$ cat config.mk
export PLATFORM = sky130hd
export DESIGN_NAME = thread_queue_scheduler_flat
export DESIGN_NICKNAME = d
export VERILOG_FILES = /design/src/rtl/core/tqs_pkg.sv /design/src/rtl/core/tqs_if.sv /design/src/rtl/core/thread_queue_scheduler.sv /design/src/rtl/core/tqs_list_unit.sv /design/src/rtl/core/tqs_ctrl.sv /design/src/flat_wrapper.sv
export SDC_FILE = /design/constraint.sdc
export NUM_CORES = 1
export LEC_CHECK = 0
export BUFFER_PORTS_ARGS = -buffer_cell sky130_fd_sc_hd__buf_2
export CORE_MARGIN = 4
export CORE_UTILIZATION = 60
export CTS_BUF_LIST = sky130_fd_sc_hd__clkbuf_4 sky130_fd_sc_hd__clkbuf_8
export DETAILED_ROUTE_END_ITERATION = 8
export PLACE_DENSITY = 0.8
export SETUP_SLACK_MARGIN = 0.15
export SLEW_MARGIN = 20
export SYNTH_ARGS = -nofsm -noshare
export SYNTH_HDL_FRONTEND = slang
export SYNTH_HIERARCHICAL = 1
export SYNTH_SLANG_ARGS = --single-unit
$ cat constraint.sdc
create_clock -name clock -period 6.25 [get_ports clock]
set_clock_uncertainty 0.2 [all_clocks]
set_input_delay 0.3125 -clock clock [delete_from_list [all_inputs] [get_ports clock]]
set_output_delay 0.3125 -clock clock [all_outputs]
set_load 0.01 [all_outputs]
$ cat src/rtl/core/tqs_pkg.sv
// Package with the shared types, constants and codes of the thread queue scheduler.
package tqs_pkg;

   localparam int POOL_THREADS = 4;
   localparam int MUTEX_COUNT  = 8;
   localparam int LINKS        = POOL_THREADS + 1;
   localparam int MUTEX_INDEX_W = 3;
   localparam int MUTEX_SLOTS  = (MUTEX_COUNT < (1 << MUTEX_INDEX_W)) ?
                                 MUTEX_COUNT : (1 << MUTEX_INDEX_W);
   localparam int TICK_W       = 16;

   typedef logic [2:0] ptr_type;

   localparam ptr_type NIL     = 3'd7;
   localparam ptr_type MAIN_ID = ptr_type'(POOL_THREADS);

   typedef enum logic [2:0] {
      OP_SPAWN  = 3'd0,
      OP_YIELD  = 3'd1,
      OP_TICK   = 3'd2,
      OP_LOCK   = 3'd3,
      OP_UNLOCK = 3'd4,
      OP_EXIT   = 3'd5,
      OP_CLEAR  = 3'd6
   } op_type;

   typedef enum logic [2:0] {
      ST_OK        = 3'd0,
      ST_NO_FREE   = 3'd1,
      ST_NO_READY  = 3'd2,
      ST_HALTED    = 3'd3,
      ST_MAIN_EXIT = 3'd4
   } status_type;

   typedef enum logic [1:0] {
      FSM_IDLE,
      FSM_FIRST,
      FSM_SECOND,
      FSM_FINISH
   } fsm_type;

   typedef enum logic [1:0] {
      Q_FREE,
      Q_READY,
      Q_WAIT
   } qsel_type;

   typedef struct packed {
      logic    valid;
      logic    pop;
      ptr_type head;
      ptr_type tail;
      ptr_type item;
   } list_cmd_type;

   typedef struct packed {
      ptr_type head;
      ptr_type tail;
      ptr_type popped;
   } list_res_type;

endpackage

$ cat src/rtl/core/tqs_if.sv
// Channel interfaces for scheduler events and scheduler results.
interface tqs_req_if;
   logic       valid;
   logic       ready;
   logic [2:0] op;
   logic [2:0] mutex_index;

   modport source (output valid, output op, output mutex_index, input ready);
   modport sink (input valid, input op, input mutex_index, output ready);
endinterface

interface tqs_rsp_if;
   logic        valid;
   logic        ready;
   logic [2:0]  running_thread;
   logic [1:0]  new_thread;
   logic [2:0]  status;
   logic [15:0] tick_value;
   logic        switched;

   modport source (output valid, output running_thread, output new_thread, output status,
                   output tick_value, output switched, input ready);
   modport sink (input valid, input running_thread, input new_thread, input status,
                 input tick_value, input switched, output ready);
endinterface

$ cat src/rtl/core/thread_queue_scheduler.sv
// Top level of the thread queue scheduler with event and result channels.
//
//   channel  dir  handshake     beat contents
//   req      in   valid/ready   op, mutex_index
//   rsp      out  valid/ready   running_thread, new_thread, status, tick_value, switched
//
// An event is accepted only while the sequencer is idle, so a new event waits until the
// result of the last one is loaded. Each event passes the accepting cycle, a decision
// cycle, an optional second list step, and a finish step that loads the result.
// The shared list unit performs one push or pop per cycle.
// A full result register holds the sequencer in its last step until the beat is taken.
// Synchronous active-high reset restores the free list, empty queues and the main thread.
module thread_queue_scheduler
   import tqs_pkg::*;
(
   input  logic      clock,
   input  logic      reset,
   tqs_req_if.sink   req,
   tqs_rsp_if.source rsp
);

   list_cmd_type list_cmd;
   list_res_type list_res;

   tqs_ctrl u_ctrl (
      .clock (clock),
      .reset (reset),
      .req   (req),
      .rsp   (rsp),
      .cmd   (list_cmd),
      .res   (list_res)
   );

   tqs_list_unit u_list (
      .clock (clock),
      .reset (reset),
      .cmd   (list_cmd),
      .res   (list_res)
   );

endmodule

$ cat src/rtl/core/tqs_list_unit.sv
// Shared linked-list unit: one push or pop per cycle on the link table.
module tqs_list_unit
   import tqs_pkg::*;
(
   input  logic         clock,
   input  logic         reset,
   input  list_cmd_type cmd,
   output list_res_type res
);

   ptr_type link_ff [LINKS];
   ptr_type rd_next;
   logic    push_ok;
   logic    head_ok;
   logic    tail_ok;
   logic    wr_item;
   logic    wr_tail;

   always_comb begin
      rd_next = NIL;
      for (int i = 0; i < LINKS; i++) begin
         if (cmd.head == ptr_type'(i)) begin
            rd_next = link_ff[i];
         end
      end
      push_ok = int'(cmd.item) < LINKS;
      head_ok = int'(cmd.head) < LINKS;
      tail_ok = int'(cmd.tail) < LINKS;
      res.head   = cmd.head;
      res.tail   = cmd.tail;
      res.popped = NIL;
      wr_item = 1'b0;
      wr_tail = 1'b0;
      if (cmd.pop) begin
         if (!head_ok) begin
            res.head = NIL;
            res.tail = NIL;
         end else begin
            res.popped = cmd.head;
            res.head   = rd_next;
            if (rd_next == NIL) begin
               res.tail = NIL;
            end
         end
      end else if (push_ok) begin
         wr_item  = cmd.valid;
         res.tail = cmd.item;
         if (cmd.head == NIL || !tail_ok) begin
            res.head = cmd.item;
         end else begin
            wr_tail = cmd.valid;
         end
      end
   end

   always_ff @(posedge clock) begin
      if (reset) begin
         for (int i = 0; i < LINKS; i++) begin
            link_ff[i] <= (i + 1 < POOL_THREADS) ? ptr_type'(i + 1) : NIL;
         end
      end else begin
         for (int i = 0; i < LINKS; i++) begin
            if (wr_tail && cmd.tail == ptr_type'(i)) begin
               link_ff[i] <= cmd.item;
            end else if (wr_item && cmd.item == ptr_type'(i)) begin
               link_ff[i] <= NIL;
            end
         end
      end
   end

endmodule

$ cat src/rtl/core/tqs_ctrl.sv
// Event sequencer holding queue pointers, mutex state, tick count and the result register.
module tqs_ctrl
   import tqs_pkg::*;
(
   input  logic          clock,
   input  logic          reset,
   tqs_req_if.sink       req,
   tqs_rsp_if.source     rsp,
   output list_cmd_type  cmd,
   input  list_res_type  res
);

   fsm_type    state_ff, state_in;
   logic [2:0] op_ff;
   logic [MUTEX_INDEX_W-1:0] m_ff;
   ptr_type    before_ff;
   ptr_type    item_ff;
   logic [1:0] spawned_ff;
   status_type status_ff;

   ptr_type    free_head_ff, free_tail_ff;
   ptr_type    ready_head_ff, ready_tail_ff;
   ptr_type    wait_head_ff [MUTEX_SLOTS];
   ptr_type    wait_tail_ff [MUTEX_SLOTS];
   logic       locked_ff [MUTEX_SLOTS];
   ptr_type    current_ff;
   logic [TICK_W-1:0] tick_ff;
   logic       halted_ff;

   logic       rsp_valid_ff;
   ptr_type    rsp_running_ff;
   logic [1:0] rsp_new_ff;
   status_type rsp_status_ff;
   logic [TICK_W-1:0] rsp_tick_ff;
   logic       rsp_switched_ff;

   logic       accept;
   logic       m_ok;
   ptr_type    sel_wait_head;
   ptr_type    sel_wait_tail;
   logic       sel_locked;
   logic       out_free;

   logic       go_second;
   status_type first_status;
   logic       set_halt;
   logic       lock_set;
   logic       lock_clear;
   logic       tick_inc;
   logic       tick_clr;
   logic       first_valid;
   logic       first_pop;
   qsel_type   first_qsel;
   ptr_type    first_item;

   logic       step_valid;
   logic       step_pop;
   qsel_type   step_qsel;
   ptr_type    step_item;

   assign accept   = req.valid && req.ready;
   assign out_free = !rsp_valid_ff || rsp.ready;
   assign m_ok     = int'(m_ff) < MUTEX_COUNT;

   always_comb begin
      sel_wait_head = NIL;
      sel_wait_tail = NIL;
      sel_locked    = 1'b0;
      for (int i = 0; i < MUTEX_SLOTS; i++) begin
         if (int'(m_ff) == i) begin
            sel_wait_head = wait_head_ff[i];
            sel_wait_tail = wait_tail_ff[i];
            sel_locked    = locked_ff[i];
         end
      end
   end

   always_comb begin
      go_second    = 1'b0;
      first_status = ST_OK;
      set_halt     = 1'b0;
      lock_set     = 1'b0;
      lock_clear   = 1'b0;
      tick_inc     = 1'b0;
      tick_clr     = 1'b0;
      first_valid  = 1'b0;
      first_pop    = 1'b0;
      first_qsel   = Q_READY;
      first_item   = current_ff;
      if (halted_ff) begin
         first_status = ST_HALTED;
      end else begin
         case (op_ff) inside
            OP_SPAWN: begin
               if (free_head_ff == NIL) begin
                  set_halt     = 1'b1;
                  first_status = ST_NO_FREE;
               end else begin
                  first_valid = 1'b1;
                  first_pop   = 1'b1;
                  first_qsel  = Q_FREE;
                  go_second   = 1'b1;
               end
            end
            OP_YIELD, OP_TICK: begin
               tick_inc    = (op_ff == OP_TICK);
               first_valid = 1'b1;
               go_second   = 1'b1;
            end
            OP_LOCK: begin
               if (m_ok) begin
                  if (!sel_locked) begin
                     lock_set = 1'b1;
                  end else if (ready_head_ff == NIL) begin
                     set_halt     = 1'b1;
                     first_status = ST_NO_READY;
                  end else begin
                     first_valid = 1'b1;
                     first_qsel  = Q_WAIT;
                     go_second   = 1'b1;
                  end
               end
            end
            OP_UNLOCK: begin
               if (m_ok) begin
                  if (sel_wait_head != NIL) begin
                     first_valid = 1'b1;
                     first_pop   = 1'b1;
                     first_qsel  = Q_WAIT;
                     go_second   = 1'b1;
                  end else begin
                     lock_clear = 1'b1;
                  end
               end
            end
            OP_EXIT: begin
               if (current_ff == MAIN_ID) begin
                  first_status = ST_MAIN_EXIT;
               end else if (ready_head_ff == NIL) begin
                  set_halt     = 1'b1;
                  first_status = ST_NO_READY;
               end else begin
                  first_valid = 1'b1;
                  first_qsel  = Q_FREE;
                  go_second   = 1'b1;
               end
            end
            OP_CLEAR: begin
               tick_clr = 1'b1;
            end
            default: begin
            end
         endcase
      end
   end

   always_comb begin
      state_in = state_ff;
      unique case (state_ff)
         FSM_IDLE:   if (accept) state_in = FSM_FIRST;
         FSM_FIRST:  state_in = go_second ? FSM_SECOND : FSM_FINISH;
         FSM_SECOND: state_in = FSM_FINISH;
         FSM_FINISH: if (out_free) state_in = FSM_IDLE;
         default:    state_in = FSM_IDLE;
      endcase
   end

   always_comb begin
      req.ready  = 1'b0;
      step_valid = 1'b0;
      step_pop   = 1'b0;
      step_qsel  = Q_READY;
      step_item  = current_ff;
      unique case (state_ff)
         FSM_IDLE: begin
            req.ready = 1'b1;
         end
         FSM_FIRST: begin
            step_valid = first_valid;
            step_pop   = first_pop;
            step_qsel  = first_qsel;
            step_item  = first_item;
         end
         FSM_SECOND: begin
            step_valid = 1'b1;
            step_pop   = !(op_ff == OP_SPAWN || op_ff == OP_UNLOCK);
            step_item  = item_ff;
         end
         FSM_FINISH: begin
         end
         default: begin
         end
      endcase
   end

   always_comb begin
      cmd.valid = step_valid;
      cmd.pop   = step_pop;
      cmd.item  = step_item;
      case (step_qsel)
         Q_FREE: begin
            cmd.head = free_head_ff;
            cmd.tail = free_tail_ff;
         end
         Q_WAIT: begin
            cmd.head = sel_wait_head;
            cmd.tail = sel_wait_tail;
         end
         default: begin
            cmd.head = ready_head_ff;
            cmd.tail = ready_tail_ff;
         end
      endcase
   end

   assign rsp.valid          = rsp_valid_ff;
   assign rsp.running_thread = rsp_running_ff;
   assign rsp.new_thread     = rsp_new_ff;
   assign rsp.status         = rsp_status_ff;
   assign rsp.tick_value     = rsp_tick_ff;
   assign rsp.switched       = rsp_switched_ff;

   always_ff @(posedge clock) begin
      if (reset) begin
         state_ff      <= FSM_IDLE;
         free_head_ff  <= '0;
         free_tail_ff  <= ptr_type'(POOL_THREADS - 1);
         ready_head_ff <= NIL;
         ready_tail_ff <= NIL;
         for (int i = 0; i < MUTEX_SLOTS; i++) begin
            wait_head_ff[i] <= NIL;
            wait_tail_ff[i] <= NIL;
            locked_ff[i]    <= 1'b0;
         end
         current_ff   <= MAIN_ID;
         tick_ff      <= '0;
         halted_ff    <= 1'b0;
         rsp_valid_ff <= 1'b0;
      end else begin
         state_ff <= state_in;
         if (step_valid) begin
            case (step_qsel)
               Q_FREE: begin
                  free_head_ff <= res.head;
                  free_tail_ff <= res.tail;
               end
               Q_WAIT: begin
                  for (int i = 0; i < MUTEX_SLOTS; i++) begin
                     if (int'(m_ff) == i) begin
                        wait_head_ff[i] <= res.head;
                        wait_tail_ff[i] <= res.tail;
                     end
                  end
               end
               default: begin
                  ready_head_ff <= res.head;
                  ready_tail_ff <= res.tail;
               end
            endcase
         end
         if (state_ff == FSM_FIRST) begin
            if (set_halt) begin
               halted_ff <= 1'b1;
            end
            for (int i = 0; i < MUTEX_SLOTS; i++) begin
               if (int'(m_ff) == i) begin
                  if (lock_set) begin
                     locked_ff[i] <= 1'b1;
                  end else if (lock_clear) begin
                     locked_ff[i] <= 1'b0;
                  end
               end
            end
            if (tick_inc) begin
               tick_ff <= tick_ff + 1'b1;
            end else if (tick_clr) begin
               tick_ff <= '0;
            end
         end
         if (state_ff == FSM_SECOND && step_pop) begin
            current_ff <= res.popped;
         end
         if (state_ff == FSM_FINISH && out_free) begin
            rsp_valid_ff <= 1'b1;
         end else if (rsp.ready) begin
            rsp_valid_ff <= 1'b0;
         end
      end
   end

   always_ff @(posedge clock) begin
      if (accept) begin
         op_ff      <= req.op;
         m_ff       <= req.mutex_index;
         before_ff  <= current_ff;
         spawned_ff <= '0;
      end
      if (state_ff == FSM_FIRST) begin
         status_ff <= first_status;
         if (step_valid && step_pop) begin
            item_ff <= res.popped;
            if (op_ff == OP_SPAWN) begin
               spawned_ff <= res.popped[1:0];
            end
         end
      end
      if (state_ff == FSM_FINISH && out_free) begin
         rsp_running_ff  <= current_ff;
         rsp_new_ff      <= spawned_ff;
         rsp_status_ff   <= status_ff;
         rsp_tick_ff     <= tick_ff;
         rsp_switched_ff <= (current_ff != before_ff);
      end
   end

`ifndef SYNTHESIS
   a_rsp_from_finish: assert property (@(posedge clock) disable iff (reset)
      $rose(rsp_valid_ff) |-> $past(state_ff == FSM_FINISH))
      else $error("Result beat appeared without a finished event.");

   a_halt_sticky: assert property (@(posedge clock) disable iff (reset)
      halted_ff |=> halted_ff)
      else $error("Halt flag cleared without reset.");

   a_current_valid: assert property (@(posedge clock) disable iff (reset)
      int'(current_ff) < LINKS)
      else $error("Running thread is not a slot or the main thread.");

   a_ready_ends: assert property (@(posedge clock) disable iff (reset)
      (ready_head_ff == NIL) == (ready_tail_ff == NIL))
      else $error("Ready queue head and tail disagree on emptiness.");

   a_second_after_first: assert property (@(posedge clock) disable iff (reset)
      state_ff == FSM_SECOND |-> $past(state_ff == FSM_FIRST))
      else $error("Second list step without a first step.");
`endif

endmodule
$ cat src/flat_wrapper.sv
// flat-port wrapper written by rule: the top's interface ports become plain ports
module thread_queue_scheduler_flat import tqs_pkg::*;
  (clock, reset, req_valid, req_op, req_mutex_index, req_ready, rsp_valid, rsp_running_thread, rsp_new_thread, rsp_status, rsp_tick_value, rsp_switched, rsp_ready);
  tqs_req_if req_i ();
  tqs_rsp_if rsp_i ();
  input  logic clock;
  input  logic reset;
  input wire logic [$bits(req_i.valid)-1:0] req_valid;
  input wire logic [$bits(req_i.op)-1:0] req_op;
  input wire logic [$bits(req_i.mutex_index)-1:0] req_mutex_index;
  output wire logic [$bits(req_i.ready)-1:0] req_ready;
  output wire logic [$bits(rsp_i.valid)-1:0] rsp_valid;
  output wire logic [$bits(rsp_i.running_thread)-1:0] rsp_running_thread;
  output wire logic [$bits(rsp_i.new_thread)-1:0] rsp_new_thread;
  output wire logic [$bits(rsp_i.status)-1:0] rsp_status;
  output wire logic [$bits(rsp_i.tick_value)-1:0] rsp_tick_value;
  output wire logic [$bits(rsp_i.switched)-1:0] rsp_switched;
  input wire logic [$bits(rsp_i.ready)-1:0] rsp_ready;
  assign req_i.valid = req_valid;
  assign req_i.op = req_op;
  assign req_i.mutex_index = req_mutex_index;
  assign req_ready = req_i.ready;
  assign rsp_valid = rsp_i.valid;
  assign rsp_running_thread = rsp_i.running_thread;
  assign rsp_new_thread = rsp_i.new_thread;
  assign rsp_status = rsp_i.status;
  assign rsp_tick_value = rsp_i.tick_value;
  assign rsp_switched = rsp_i.switched;
  assign rsp_i.ready = rsp_ready;
  thread_queue_scheduler u_core (.clock(clock), .reset(reset), .req(req_i), .rsp(rsp_i));
endmodule
==> results of run 1 <==
-- placed cells by master (no fill, tap or decap), types with 6 or more instances in the layout --
cell	synthesis	final
nor2_1	79	79
dfxtp_1	40	40
a21o_1	15	15
o22ai_1	6	6
mux2i_1	27	27
dlygate4sd3_1	0	7
and3_1	14	14
o22a_1	6	6
xnor2_1	8	8
nor3_1	10	10
xor2_1	8	8
mux2_2	8	8
buf_2	8	36
o21ai_0	15	15
nand3_1	51	51
a221o_1	7	7
nor2b_1	13	12
edfxtp_1	108	108
inv_1	21	21
clkbuf_8	0	23
nand2b_1	13	13
a31oi_1	7	7
nand2_1	30	30
buf_4	2	6
a21oi_1	16	16
-- cell families (layout without fill, tap and decap cells) --
kind of cell / Yosys count / after routing / share of synthesized area [%]
flip-flops: 148 / 148 / 56.4
AO/OA/AOI/OAI: 120 / 120 / 12.7
adder cells (fa/ha/maj): 5 / 5 / 0.873
multiplexers: 39 / 39 / 6.34
AND/OR/NAND/NOR: 252 / 252 / 17.8
XOR/XNOR: 16 / 16 / 1.95
buffers and inverters: 59 / 102 / 3.98
-- critical path, cell delays in order, from the launching register on --
cell      delay, ns
edfxtp_1       0.80
buf_4          0.33
mux4_2         0.31
and2_1         0.17
a21oi_1        0.56
o31ai_1        0.21
nand3_1        0.25
a31oi_1        0.09
a221o_1        0.47
nand2b_1       0.27
o32a_1         0.33
nand2_1        0.07
nor3_1         0.08
o32a_1         0.29
nor2_1         0.53
inv_1          0.17
nor2_1         0.17
a21oi_1        0.06
-- cell type report --
class                           count  area, µm²
Multi-Input combinational cell    432       2850
Tap cell                          143        179
Clock inverter                      6       67.6
Timing Repair Buffer               49        295
Inverter                           21       78.8
Fill cell                         850       3710
Clock buffer                       26        339
Sequential cell                   148       4040
-- worst paths after layout --
| check | to | start | cells after the start | slack [ns] |
|---|---|---|---|---|
| worst max register to register | u_core/u_ctrl/free_tail_ff[0] | u_core/u_ctrl/m_ff[1] | 17 | 0.76 |
| worst max-delay path | u_core/u_ctrl/free_tail_ff[0] | u_core/u_ctrl/m_ff[1] | 17 | 0.76 |
| worst min-delay path | u_core/u_ctrl/state_ff[0] | req_valid | 5 | 0.16 |
| worst min register to register | u_core/u_ctrl/rsp.status[2] | u_core/u_ctrl/status_ff[2] | 0 | 0.22 |
-- repair_timing --
action / 4_1_cts / 5_1_grt
hold buffers: 7 / 0
endpoints found under the hold margin: 7 / 0
setup buffers: 0 / 0
-- registers in the layout, indices dropped and copies added, names as in the netlist, 8 cells and up --
name / cells
u_core/u_ctrl/locked_ff: 8
u_core/u_ctrl/rsp.tick_value: 16
u_core/u_ctrl/tick_ff: 16
u_core/u_ctrl/wait_head_ff: 24
u_core/u_ctrl/wait_tail_ff: 24
u_core/u_list/link_ff: 15
-- per-stage QoR --
stage	util [%]	hold slack, ns	cell area [µm²]	cells	power, mW
detailed placement	63.8	0.208	7370	786	1.85
finish	67.9	0.157	7860	825	2.57
global placement	63.7	0.202	7370	786	1.83
floorplan	-	0.200	7170	639	1.70
global route	67.9	0.153	7860	825	2.70
CTS	67.9	0.124	7850	825	2.57
-- power by group through the flow --
stage	logic [mW]	clock network, mW	registers [mW]
floorplan	0.510	0	1.19
global placement	0.611	0	1.21
detailed placement	0.626	0	1.22
CTS	0.635	0.739	1.20
global route	0.707	0.785	1.21
finish	0.645	0.725	1.20
-- metal layers --
metal	global-route usage, %	vias to the layer above
met1	29.8	2469
met4	7.77	0
met2	37.7	240
li1	-	2447
met5	0	-
met3	4.67	19
==> metrics.csv, run 1 <==
metric,value,unit
status,finished clean,
detailroute.wirelength.met3,1220,µm
critical_path_arrival,5.60,ns
switching_power,0.810,mW
worst_hold_path_type,in -> reg,
rsz0062_at_grt,false,
worst_slack,0.757,ns
slew_violations,0,
globalRoute.totalOverflow,0,
cts_tree,done,
ys_async_sr_fraction,0,%
headroom_to_the_max_slew_limit,40.8,%
drt_iter0_drc,508,
placement.setup.worst_slack,0.926,ns
ys.warnings.count,6,
power.clock.fraction,28.2,%
dr_total_vias,5175,
worst_setup_path_start_kind,flip-flop,
avgViaCountPerCell,6.27,
power.share.combinational,25.1,%
leakagePower,2.81,nW
nets,684,
max-vdd-ir-drop,0.000158,V
pin_count,37,
track_usage,22.7,%
row_count,39,
die-width,117,µm
place.gp.congestion,0.886,
count_of_antenna_violating_nets_left_after_detailed_routing,0,
final_layout_size_suffix_gt1_share,14.8,%
number_of_antenna_violations_at_the_first_check_in_global_routing,0,
grt_first_pass_wirelength,25200,µm
antenna_cells,0,
clock_insertion_delay_at_the_later_pin_of_the_skew_report,0.44,ns
postSynthRegisterBits,148,
io_buffer_count,36,
worst-path-max-fanout,16,
die_area,13800,µm²
synth_nets,654,
seq_area_frac_synth,56.4,%
top_layer,met4,
drc_errors,0,
drt-pass1-iter-count,6,
layout-area-overhead-vs-synth,9.58,%
dr_wl_met2,7330,µm
clkSlewWorstSetupHoldPaths,0.08,ns
wire_per_inst,18.2,µm
hpwlAfterDp,10300,µm
number_of_global_route_vias_before_repair,4954,
period_needed,5.49,ns
seqPwrFrac,46.7,%
timing.max_cap.violations,0,
leading_cell_types_by_total_area_after_synthesis,"edfxtp_1 (45%), dfxtp_1 (11%), nor2_1 (4.1%), mux2i_1 (3.8%), nand3_1 (3.6%)",
sum_of_routed_wire_segments_on_met1,6180,µm
detail_route.wirelength,15000,µm
yosys.cell_count.top_type,edfxtp_1,
floorplan.die.height,117,µm
cts-root-buf,clkbuf_8,
synth_top_area_cell,edfxtp_1,
ctsLongestPathBuffers,2,
area_of_the_placeable_core,11600,µm²
setup.worst_path.class,reg -> reg,
initial_core_util,62.0,%
power_per_cell_area,327,nW/µm²
ys.flop_type,edfxtp_1,
final_min_period_over_clock_period,87.9,%
max_slew.worst_pin.slew,0.886,ns
maximum_number_of_pins_on_one_net_before_global_route_repair,58,
swShare,31.5,%
syn_area_per_cell,11.2,µm²
setup_tns,0,ns
most_common_library_cells_after_synthesis,"edfxtp_1 (108), nor2_1 (79), nand3_1 (51)",
report.final.setup_viol,0,
internal_power,1.76,mW
cp.required,6.36,ns
number_of_synthesized_flops_with_an_enable_pin,108,
cts.htree.levels,4,
cts-buffers-inserted,17,
clock-sinks,148,
timing.final.hold_violations,0,
netlist_instances,639,
max_freq,182,MHz
netlist-cell-type-count,73,
post_cts_resize_count,0,
mappedNetlistArea,7170,µm²
netlist.area_leader.share,45.2,%
end_kind,flip-flop,
No activity file was read; power rests on OpenSTA's default activity.
==> inputs of run 2 (changes only) <==
--- a/config.mk
+++ b/config.mk
@@ -5,12 +5,13 @@
 export SDC_FILE = /design/constraint.sdc
 export NUM_CORES = 1
 export LEC_CHECK = 0
-export BUFFER_PORTS_ARGS = -buffer_cell sky130_fd_sc_hd__buf_2
+export ABC_AREA = 1
 export CORE_MARGIN = 4
 export CORE_UTILIZATION = 60
 export CTS_BUF_LIST = sky130_fd_sc_hd__clkbuf_4 sky130_fd_sc_hd__clkbuf_8
 export DETAILED_ROUTE_END_ITERATION = 8
-export PLACE_DENSITY = 0.8
+export DONT_BUFFER_PORTS = 1
+export PLACE_DENSITY = 0.78
 export SETUP_SLACK_MARGIN = 0.15
 export SLEW_MARGIN = 20
 export SYNTH_ARGS = -nofsm -noshare
==> metrics.csv, run 2 <==
metric,value,unit,change
syn_area_per_cell,9.20,µm²,-18%
r2r-start,u_core/u_ctrl/m_ff[2],,
clock_insertion_delay_at_the_later_pin_of_the_skew_report,0.44,ns,about the same
swShare,36.5,%,+5.0 points
wire_per_inst,16.1,µm,-11%
cts_tree,done,,
startpoint,u_core/u_ctrl/m_ff[2],,
critPathMaxStageDelay,0.52,ns,-0.28 ns
leading_cell_types_by_total_area_after_synthesis,"edfxtp_1 (45%), dfxtp_1 (11%), nand2_1 (8.8%), nand3_1 (4.9%), inv_1 (4.8%)",,
worst_setup_path_start_kind,flip-flop,,
ctsLongestPathBuffers,2,,unchanged
drt_iter0_drc,680,,+34%
netlist-cell-type-count,44,,-40%
cts-root-buf,clkbuf_8,,
drt-pass1-iter-count,6,,unchanged
layout-area-overhead-vs-synth,7.94,%,
area_of_the_placeable_core,11500,µm²,-0.42%
count_of_antenna_violating_nets_left_after_detailed_routing,0,,unchanged
seqPwrFrac,46.1,%,-0.6 points
worst_hold_path_type,in -> reg,,
setup_tns,0,ns,unchanged
final_min_period_over_clock_period,79.2,%,-8.7 points
cp_cell_sequence,inv_2 > nand2_1 > nor2_1 > nor2_1 > nand4_1 > nor2_1 > nand3_1 > nand2_1 > nand2_2 > nand2_2 > nand3_1 > nand2_1 > nor2_4 > nand2_1 > nand3_1 > inv_1 > nor3_1 > a21oi_1 > nand2_1 > nand2_1 > nand3_1 > a21oi_1 > nor2_1 > inv_1,,
synth_nets,791,,+21%
die_area,13700,µm²,-0.37%
cts-buffers-inserted,17,,unchanged
ys_async_sr_fraction,0,%,unchanged
cts_setup_buffers,0,,unchanged
mappedNetlistArea,7140,µm²,-0.40%
pin_count,37,,unchanged
critical_path_arrival,4.92,ns,-0.68 ns
row_count,39,,unchanged
place.gp.congestion,0.868,,-2.0%
number_of_synthesized_flops_with_an_enable_pin,108,,unchanged
internal_power,1.68,mW,-4.3%
reg_top3,"u_core/u_ctrl/wait_head_ff (24), u_core/u_ctrl/wait_tail_ff (24)",,
worst-path-max-fanout,16,,unchanged
headroom_to_the_max_slew_limit,39.7,%,-1.2 points
multi_input_area,2610,µm²,-8.5%
final_cell_mix,"nand2_1 (167), edfxtp_1 (108), inv_1 (91)",,
ys.flop_type,edfxtp_1,,
postSynthRegisterBits,148,,unchanged
synth_top_area_cell,edfxtp_1,,
max_freq,202,MHz,+11%
leakagePower,2.98,nW,+6.2%
seq_area_frac_synth,56.6,%,+0.23 points
clkSlewWorstSetupHoldPaths,0.08,ns,about the same
hpwlAfterDp,10700,µm,+4.5%
switching_power,0.970,mW,+20%
end_kind,flip-flop,,
period_needed,4.95,ns,-0.542 ns
number_of_global_route_vias_before_repair,5212,,+5.2%
avgViaCountPerCell,5.85,,-6.7%
ys.warnings.count,6,,unchanged
most_common_library_cells_after_synthesis,"nand2_1 (167), edfxtp_1 (108), inv_1 (91)",,
hold_path.startpoint,req_valid,,
power_per_cell_area,344,nW/µm²,+5.2%
seq_area,4040,µm²,unchanged
drc_errors,0,,unchanged
reg2reg_path_depth,24,,+7
timing.final.hold_violations,0,,unchanged
power.share.combinational,27.9,%,+2.8 points
power.clock.fraction,26.0,%,-2.2 points
antenna_cells,0,,unchanged
nets,805,,+18%
status,finished clean,,
setup.worst_path.class,reg -> reg,,
clock-sinks,148,,unchanged
overall_power_after_layout,2.65,mW,+3.3%
cts.htree.levels,4,,unchanged
maximum_number_of_pins_on_one_net_before_global_route_repair,26,,-55%
max_slew.worst_pin.slew,0.896,ns,+0.0100 ns
netlist.area_leader.share,45.4,%,+0.18 points
final_layout_size_suffix_gt1_share,10.8,%,-4.0 points
fillers,864,,+1.6%
most_common_library_cell_in_the_layout_ignoring_fill_and_taps,nand2_1,,
max-vdd-ir-drop,0.000154,V,-2.9%
rsz0062_at_grt,false,,
grt_first_pass_wirelength,24200,µm,-3.7%
slew_violations,0,,unchanged
cp_slowest_cell,nor2_1,,
crit_top_cell,nand2_1,,
globalRoute.totalOverflow,0,,unchanged
netlist_instances,776,,+21%
initial_core_util,62.0,%,about the same
floorplan.die.height,117,µm,-0.19%
track_usage,22.8,%,+0.18 points
number_of_antenna_violations_at_the_first_check_in_global_routing,0,,unchanged
timing.max_cap.violations,0,,unchanged
yosys.cell_count.top_type,nand2_1,,
detail_route.wirelength,15200,µm,+1.6%
worst_hold_path.num_cells,2,,-3
dr_total_vias,5537,,+7.0%
report.final.setup_viol,0,,unchanged
cp.required,6.22,ns,-0.14 ns
die-width,117,µm,-0.19%
io_buffer_count,0,,-100%
[run 2: cell count changes in the layout (fill, tap and decap cells not counted), sizes merged, moves of 8 or more]
cell    change
and3       -14
nor2       +14
nand2b     -13
inv        +81
mux2i      -27
xor2        -8
buf        -39
mux2        -8
nor2b      -13
nand3      +21
nand2     +155
nand4      +12
a21o       -15
o21ai      +26
[run 2: path summary, 6_finish.rpt]
kind | to | slack, ns
worst max register to register | u_core/u_ctrl/wait_tail_ff[1][11] | 1.30
worst max-delay path | u_core/u_ctrl/wait_tail_ff[1][11] | 1.30
worst min register to register | u_core/u_ctrl/rsp.status[2] | 0.23
worst min-delay path | u_core/u_ctrl/state_ff[1] | 0.05
[run 2: final cells by class]
| cell class | instances | area share (%) |
|---|---|---|
| Clock buffer | 20 | 3.41 |
| Clock inverter | 12 | 1.36 |
| Inverter | 102 | 4.97 |
| Multi-Input combinational cell | 508 | 33.9 |
| Sequential cell | 148 | 52.5 |
| Tap cell | 143 | 2.32 |
| Timing Repair Buffer | 13 | 1.59 |
[run 2: through the flow]
step	hold slack (ns)	instance area [µm²]	utilization (%)	setup slack, ns	cells
4_1_cts	0.00530	7710	66.9	1.41	946
3_5_place_dp	0.200	7240	62.9	1.45	904
5_1_grt	0.0263	7710	66.9	0.888	946
3_3_place_gp	0.190	7230	62.8	1.47	904
2_1_floorplan	0.200	7140	-	2.47	776
6_report	0.0507	7710	66.9	1.30	946
[run 2: per-layer routing]
metal | share of wire, % | track usage (%) | vias to the layer above
met5 | 0 | 0 | -
met3 | 6.4 | 5.30 | 46
met1 | 43 | 29.5 | 2572
met4 | 3.2 | 11.2 | 0
met2 | 47 | 36.5 | 257
li1 | - | - | 2662
[run 2: logic make-up (layout without fill, tap and decap cells)]
kind of cell | Yosys count | count (layout) | share of synthesized area (%)
buffers and inverters | 120 | 147 | 6.96
AOI/OAI and AO/OA | 97 | 97 | 8.18
and+or+nand+nor | 403 | 403 | 27.0
xor gates and xnor gates | 3 | 3 | 0.368
DFF | 148 | 148 | 56.6
adders and majority gates | 5 | 5 | 0.876
[run 2: power by group through the flow]
stage | Sequential [mW] | Combinational (mW) | Clock [mW]
after floorplan | 1.23 | 0.561 | 0
after detailed placement | 1.24 | 0.715 | 0
after global placement | 1.24 | 0.686 | 0
after global routing | 1.23 | 0.819 | 0.736
after CTS | 1.22 | 0.725 | 0.698
final | 1.22 | 0.740 | 0.690
[run 2: worst max-delay path: cells and delay by family (launching register included)]
family                 cells  cell delay [ns]
buffers and inverters      3             0.51
AOI/OAI and AO/OA          2             0.26
and+or+nand+nor           19             3.24
DFF                        1             0.44
[run 2: repair_timing]
action	CTS	global route
hold buffers	10	0
resized for setup	0	0
hold endpoints to repair	62	0
==> inputs of run 3 (changes only) <==
--- a/config.mk
+++ b/config.mk
@@ -11,7 +11,7 @@
 export CTS_BUF_LIST = sky130_fd_sc_hd__clkbuf_4 sky130_fd_sc_hd__clkbuf_8
 export DETAILED_ROUTE_END_ITERATION = 8
 export DONT_BUFFER_PORTS = 1
-export PLACE_DENSITY = 0.78
+export PLACE_DENSITY = 0.81
 export SETUP_SLACK_MARGIN = 0.15
 export SLEW_MARGIN = 20
 export SYNTH_ARGS = -nofsm -noshare
==> constraint.sdc (replaced) <==
create_clock -name clock -period 4.14 [get_ports clock]
set_clock_uncertainty 0.2 [all_clocks]
set_input_delay 0.207 -clock clock [delete_from_list [all_inputs] [get_ports clock]]
set_output_delay 0.207 -clock clock [all_outputs]
set_load 0.01 [all_outputs]
==> metrics.csv, run 3 (synthesis gave the netlist of run 2 again) <==
metric,value,unit,change
status,finished clean,,
antenna_cells,0,,unchanged
cp.required,4.12,ns,-2.10 ns
clock-sinks,148,,unchanged
cts.htree.levels,4,,unchanged
cts-root-buf,clkbuf_8,,
slew_violations,0,,unchanged
report.final.setup_viol,0,,unchanged
power.clock.fraction,24.3,%,-1.7 points
final_min_period_over_clock_period,96.1,%,+17 points
timing.final.hold_violations,0,,unchanged
met3_usage_in_global_routing,4.83,%,-0.46 points
swShare,36.9,%,+0.31 points
row_count,39,,unchanged
final_cell_mix,"nand2_1 (149), edfxtp_1 (108), inv_1 (88)",,
final_layout_size_suffix_gt1_share,22.6,%,+12 points
dr_total_vias,5978,,+8.0%
global_route_layer_with_the_greatest_usage,met2,,
number_of_global_route_vias_before_repair,5248,,+0.69%
globalRoute.totalOverflow,0,,unchanged
setup_tns,0,ns,unchanged
leakagePower,3.35,nW,+12%
max-vdd-ir-drop,0.000250,V,+62%
worst_hold_path_type,in -> reg,,
floorplan.die.height,117,µm,unchanged
worst-path-max-fanout,8,,-8
critical_path_arrival,3.96,ns,-0.96 ns
place.gp.congestion,0.886,,+2.1%
detail_route.wirelength,16800,µm,+11%
seqPwrFrac,40.6,%,-5.5 points
layout-area-overhead-vs-synth,18.1,%,
max_freq,251,MHz,+24%
power.share.combinational,35.1,%,+7.2 points
reg_top3,"u_core/u_ctrl/wait_head_ff (24), u_core/u_ctrl/wait_tail_ff (24)",,
worst_setup_path_start_kind,flip-flop,,
hpwlAfterDp,10800,µm,+0.22%
io_buffer_count,0,,unchanged
nets,857,,+6.5%
drt-pass1-iter-count,8,,+2
period_needed,3.98,ns,-0.972 ns
most_common_library_cell_in_the_layout_ignoring_fill_and_taps,nand2_1,,
avgViaCountPerCell,5.99,,+2.3%
switching_power,1.68,mW,+73%
rsz0062_at_grt,true,,
initial_core_util,62.0,%,unchanged
cts-buffers-inserted,17,,unchanged
power_per_cell_area,539,nW/µm²,+57%
drt_iter0_drc,969,,+43%
timing.max_cap.violations,0,,unchanged
end_kind,flip-flop,,
area_of_the_placeable_core,11500,µm²,unchanged
grt_first_pass_wirelength,24600,µm,+1.6%
clkSlewWorstSetupHoldPaths,0.09,ns,about the same
internal_power,2.87,mW,+70%
cts_tree,done,,
headroom_to_the_max_slew_limit,27.0,%,-13 points
die_area,13700,µm²,unchanged
grt_use_met1,30.1,%,+0.64 points
wire_per_inst,16.9,µm,+4.9%
setup.worst_path.class,reg -> reg,,
clock_insertion_delay_at_the_later_pin_of_the_skew_report,0.45,ns,about the same
final_design_instance_area_without_fill,8430,µm²,+9.4%
global_route.usage.met2,37.8,%,+1.3 points
maximum_number_of_pins_on_one_net_before_global_route_repair,37,,+42%
postPlaceCellArea,7450,µm²,+2.9%
ctsLongestPathBuffers,2,,unchanged
track_usage,23.1,%,+0.29 points
number_of_antenna_violations_at_the_first_check_in_global_routing,0,,unchanged
max_slew.worst_pin.slew,1.09,ns,+0.193 ns
die-width,117,µm,unchanged
count_of_antenna_violating_nets_left_after_detailed_routing,0,,unchanged
pin_count,37,,unchanged
drc_errors,0,,unchanged
[run 3: layer usage]
layer | vias to the layer above | share of wire, %
li1 | 2773 | -
met3 | 52 | 7.8
met2 | 390 | 49
met5 | - | 0
met4 | 0 | 3.2
met1 | 2763 | 40
[run 3: timing repair]
item                       CTS  global route
cloned                       0             1
setup endpoints to repair   35            98
hold buffers                 9             0
pin swaps                    1            30
hold endpoints to repair    70             0
resized for setup            5            76
setup buffers                2            21
[run 3: area by class of cell]
class,instances,area (µm²)
Fill cell,712,3080
Multi-Input combinational cell,509,2910
Timing Repair Buffer,64,514
Clock inverter,12,129
Sequential cell,148,4040
Clock buffer,20,269
Tap cell,143,179
Inverter,102,385
[run 3: critical path: stages, from the launching register on]
cell	delay [ns]
edfxtp_1	0.44
buf_6	0.17
nor2_4	0.17
nand2_4	0.09
or2_0	0.22
nand4_1	0.11
nand2_2	0.07
nand3_2	0.08
nand2_2	0.06
nand2_2	0.08
nand2_2	0.06
nand3_2	0.09
nand2_4	0.09
nor2_4	0.28
nand2_1	0.12
nand3_2	0.10
buf_4	0.16
nand3_2	0.13
nand2_4	0.14
nand2_2	0.10
o21ai_0	0.22
o21ai_1	0.12
nor2_1	0.14
buf_4	0.19
nand2_1	0.06
[run 3: power groups by stage]
stage / clock (mW) / combinational, mW / sequential, mW
after floorplan: 0 / 0.847 / 1.86
after global placement: 0 / 1.18 / 1.87
after detailed placement: 0 / 1.21 / 1.88
after CTS: 1.11 / 1.24 / 1.85
after global routing: 1.19 / 1.70 / 1.86
final: 1.10 / 1.59 / 1.85
[run 3: through the flow]
step	worst slack, ns	hold slack, ns	util [%]	total power [mW]	cells
floorplan	0.355	0.106	-	2.71	776
global placement	0.207	0.0850	64.7	3.05	933
detailed placement	0.0681	0.0863	64.7	3.09	933
CTS	0.156	0.000295	69.2	4.21	976
global route	-0.0542	0.0147	73.2	4.75	998
finish	0.161	0.00727	73.2	4.55	998
[run 3: final timing paths]
check | startpoint | endpoint | slack (ns) | depth (start not counted)
max | u_core/u_ctrl/m_ff[0] | u_core/u_ctrl/wait_head_ff[0][0] | 0.16 | 24
max reg2reg | u_core/u_ctrl/m_ff[0] | u_core/u_ctrl/wait_head_ff[0][0] | 0.16 | 24
min reg2reg | u_core/u_ctrl/status_ff[2] | u_core/u_ctrl/rsp.status[2] | 0.22 | 0
min | reset | u_core/u_list/link_ff[2][0] | 0.007 | 5
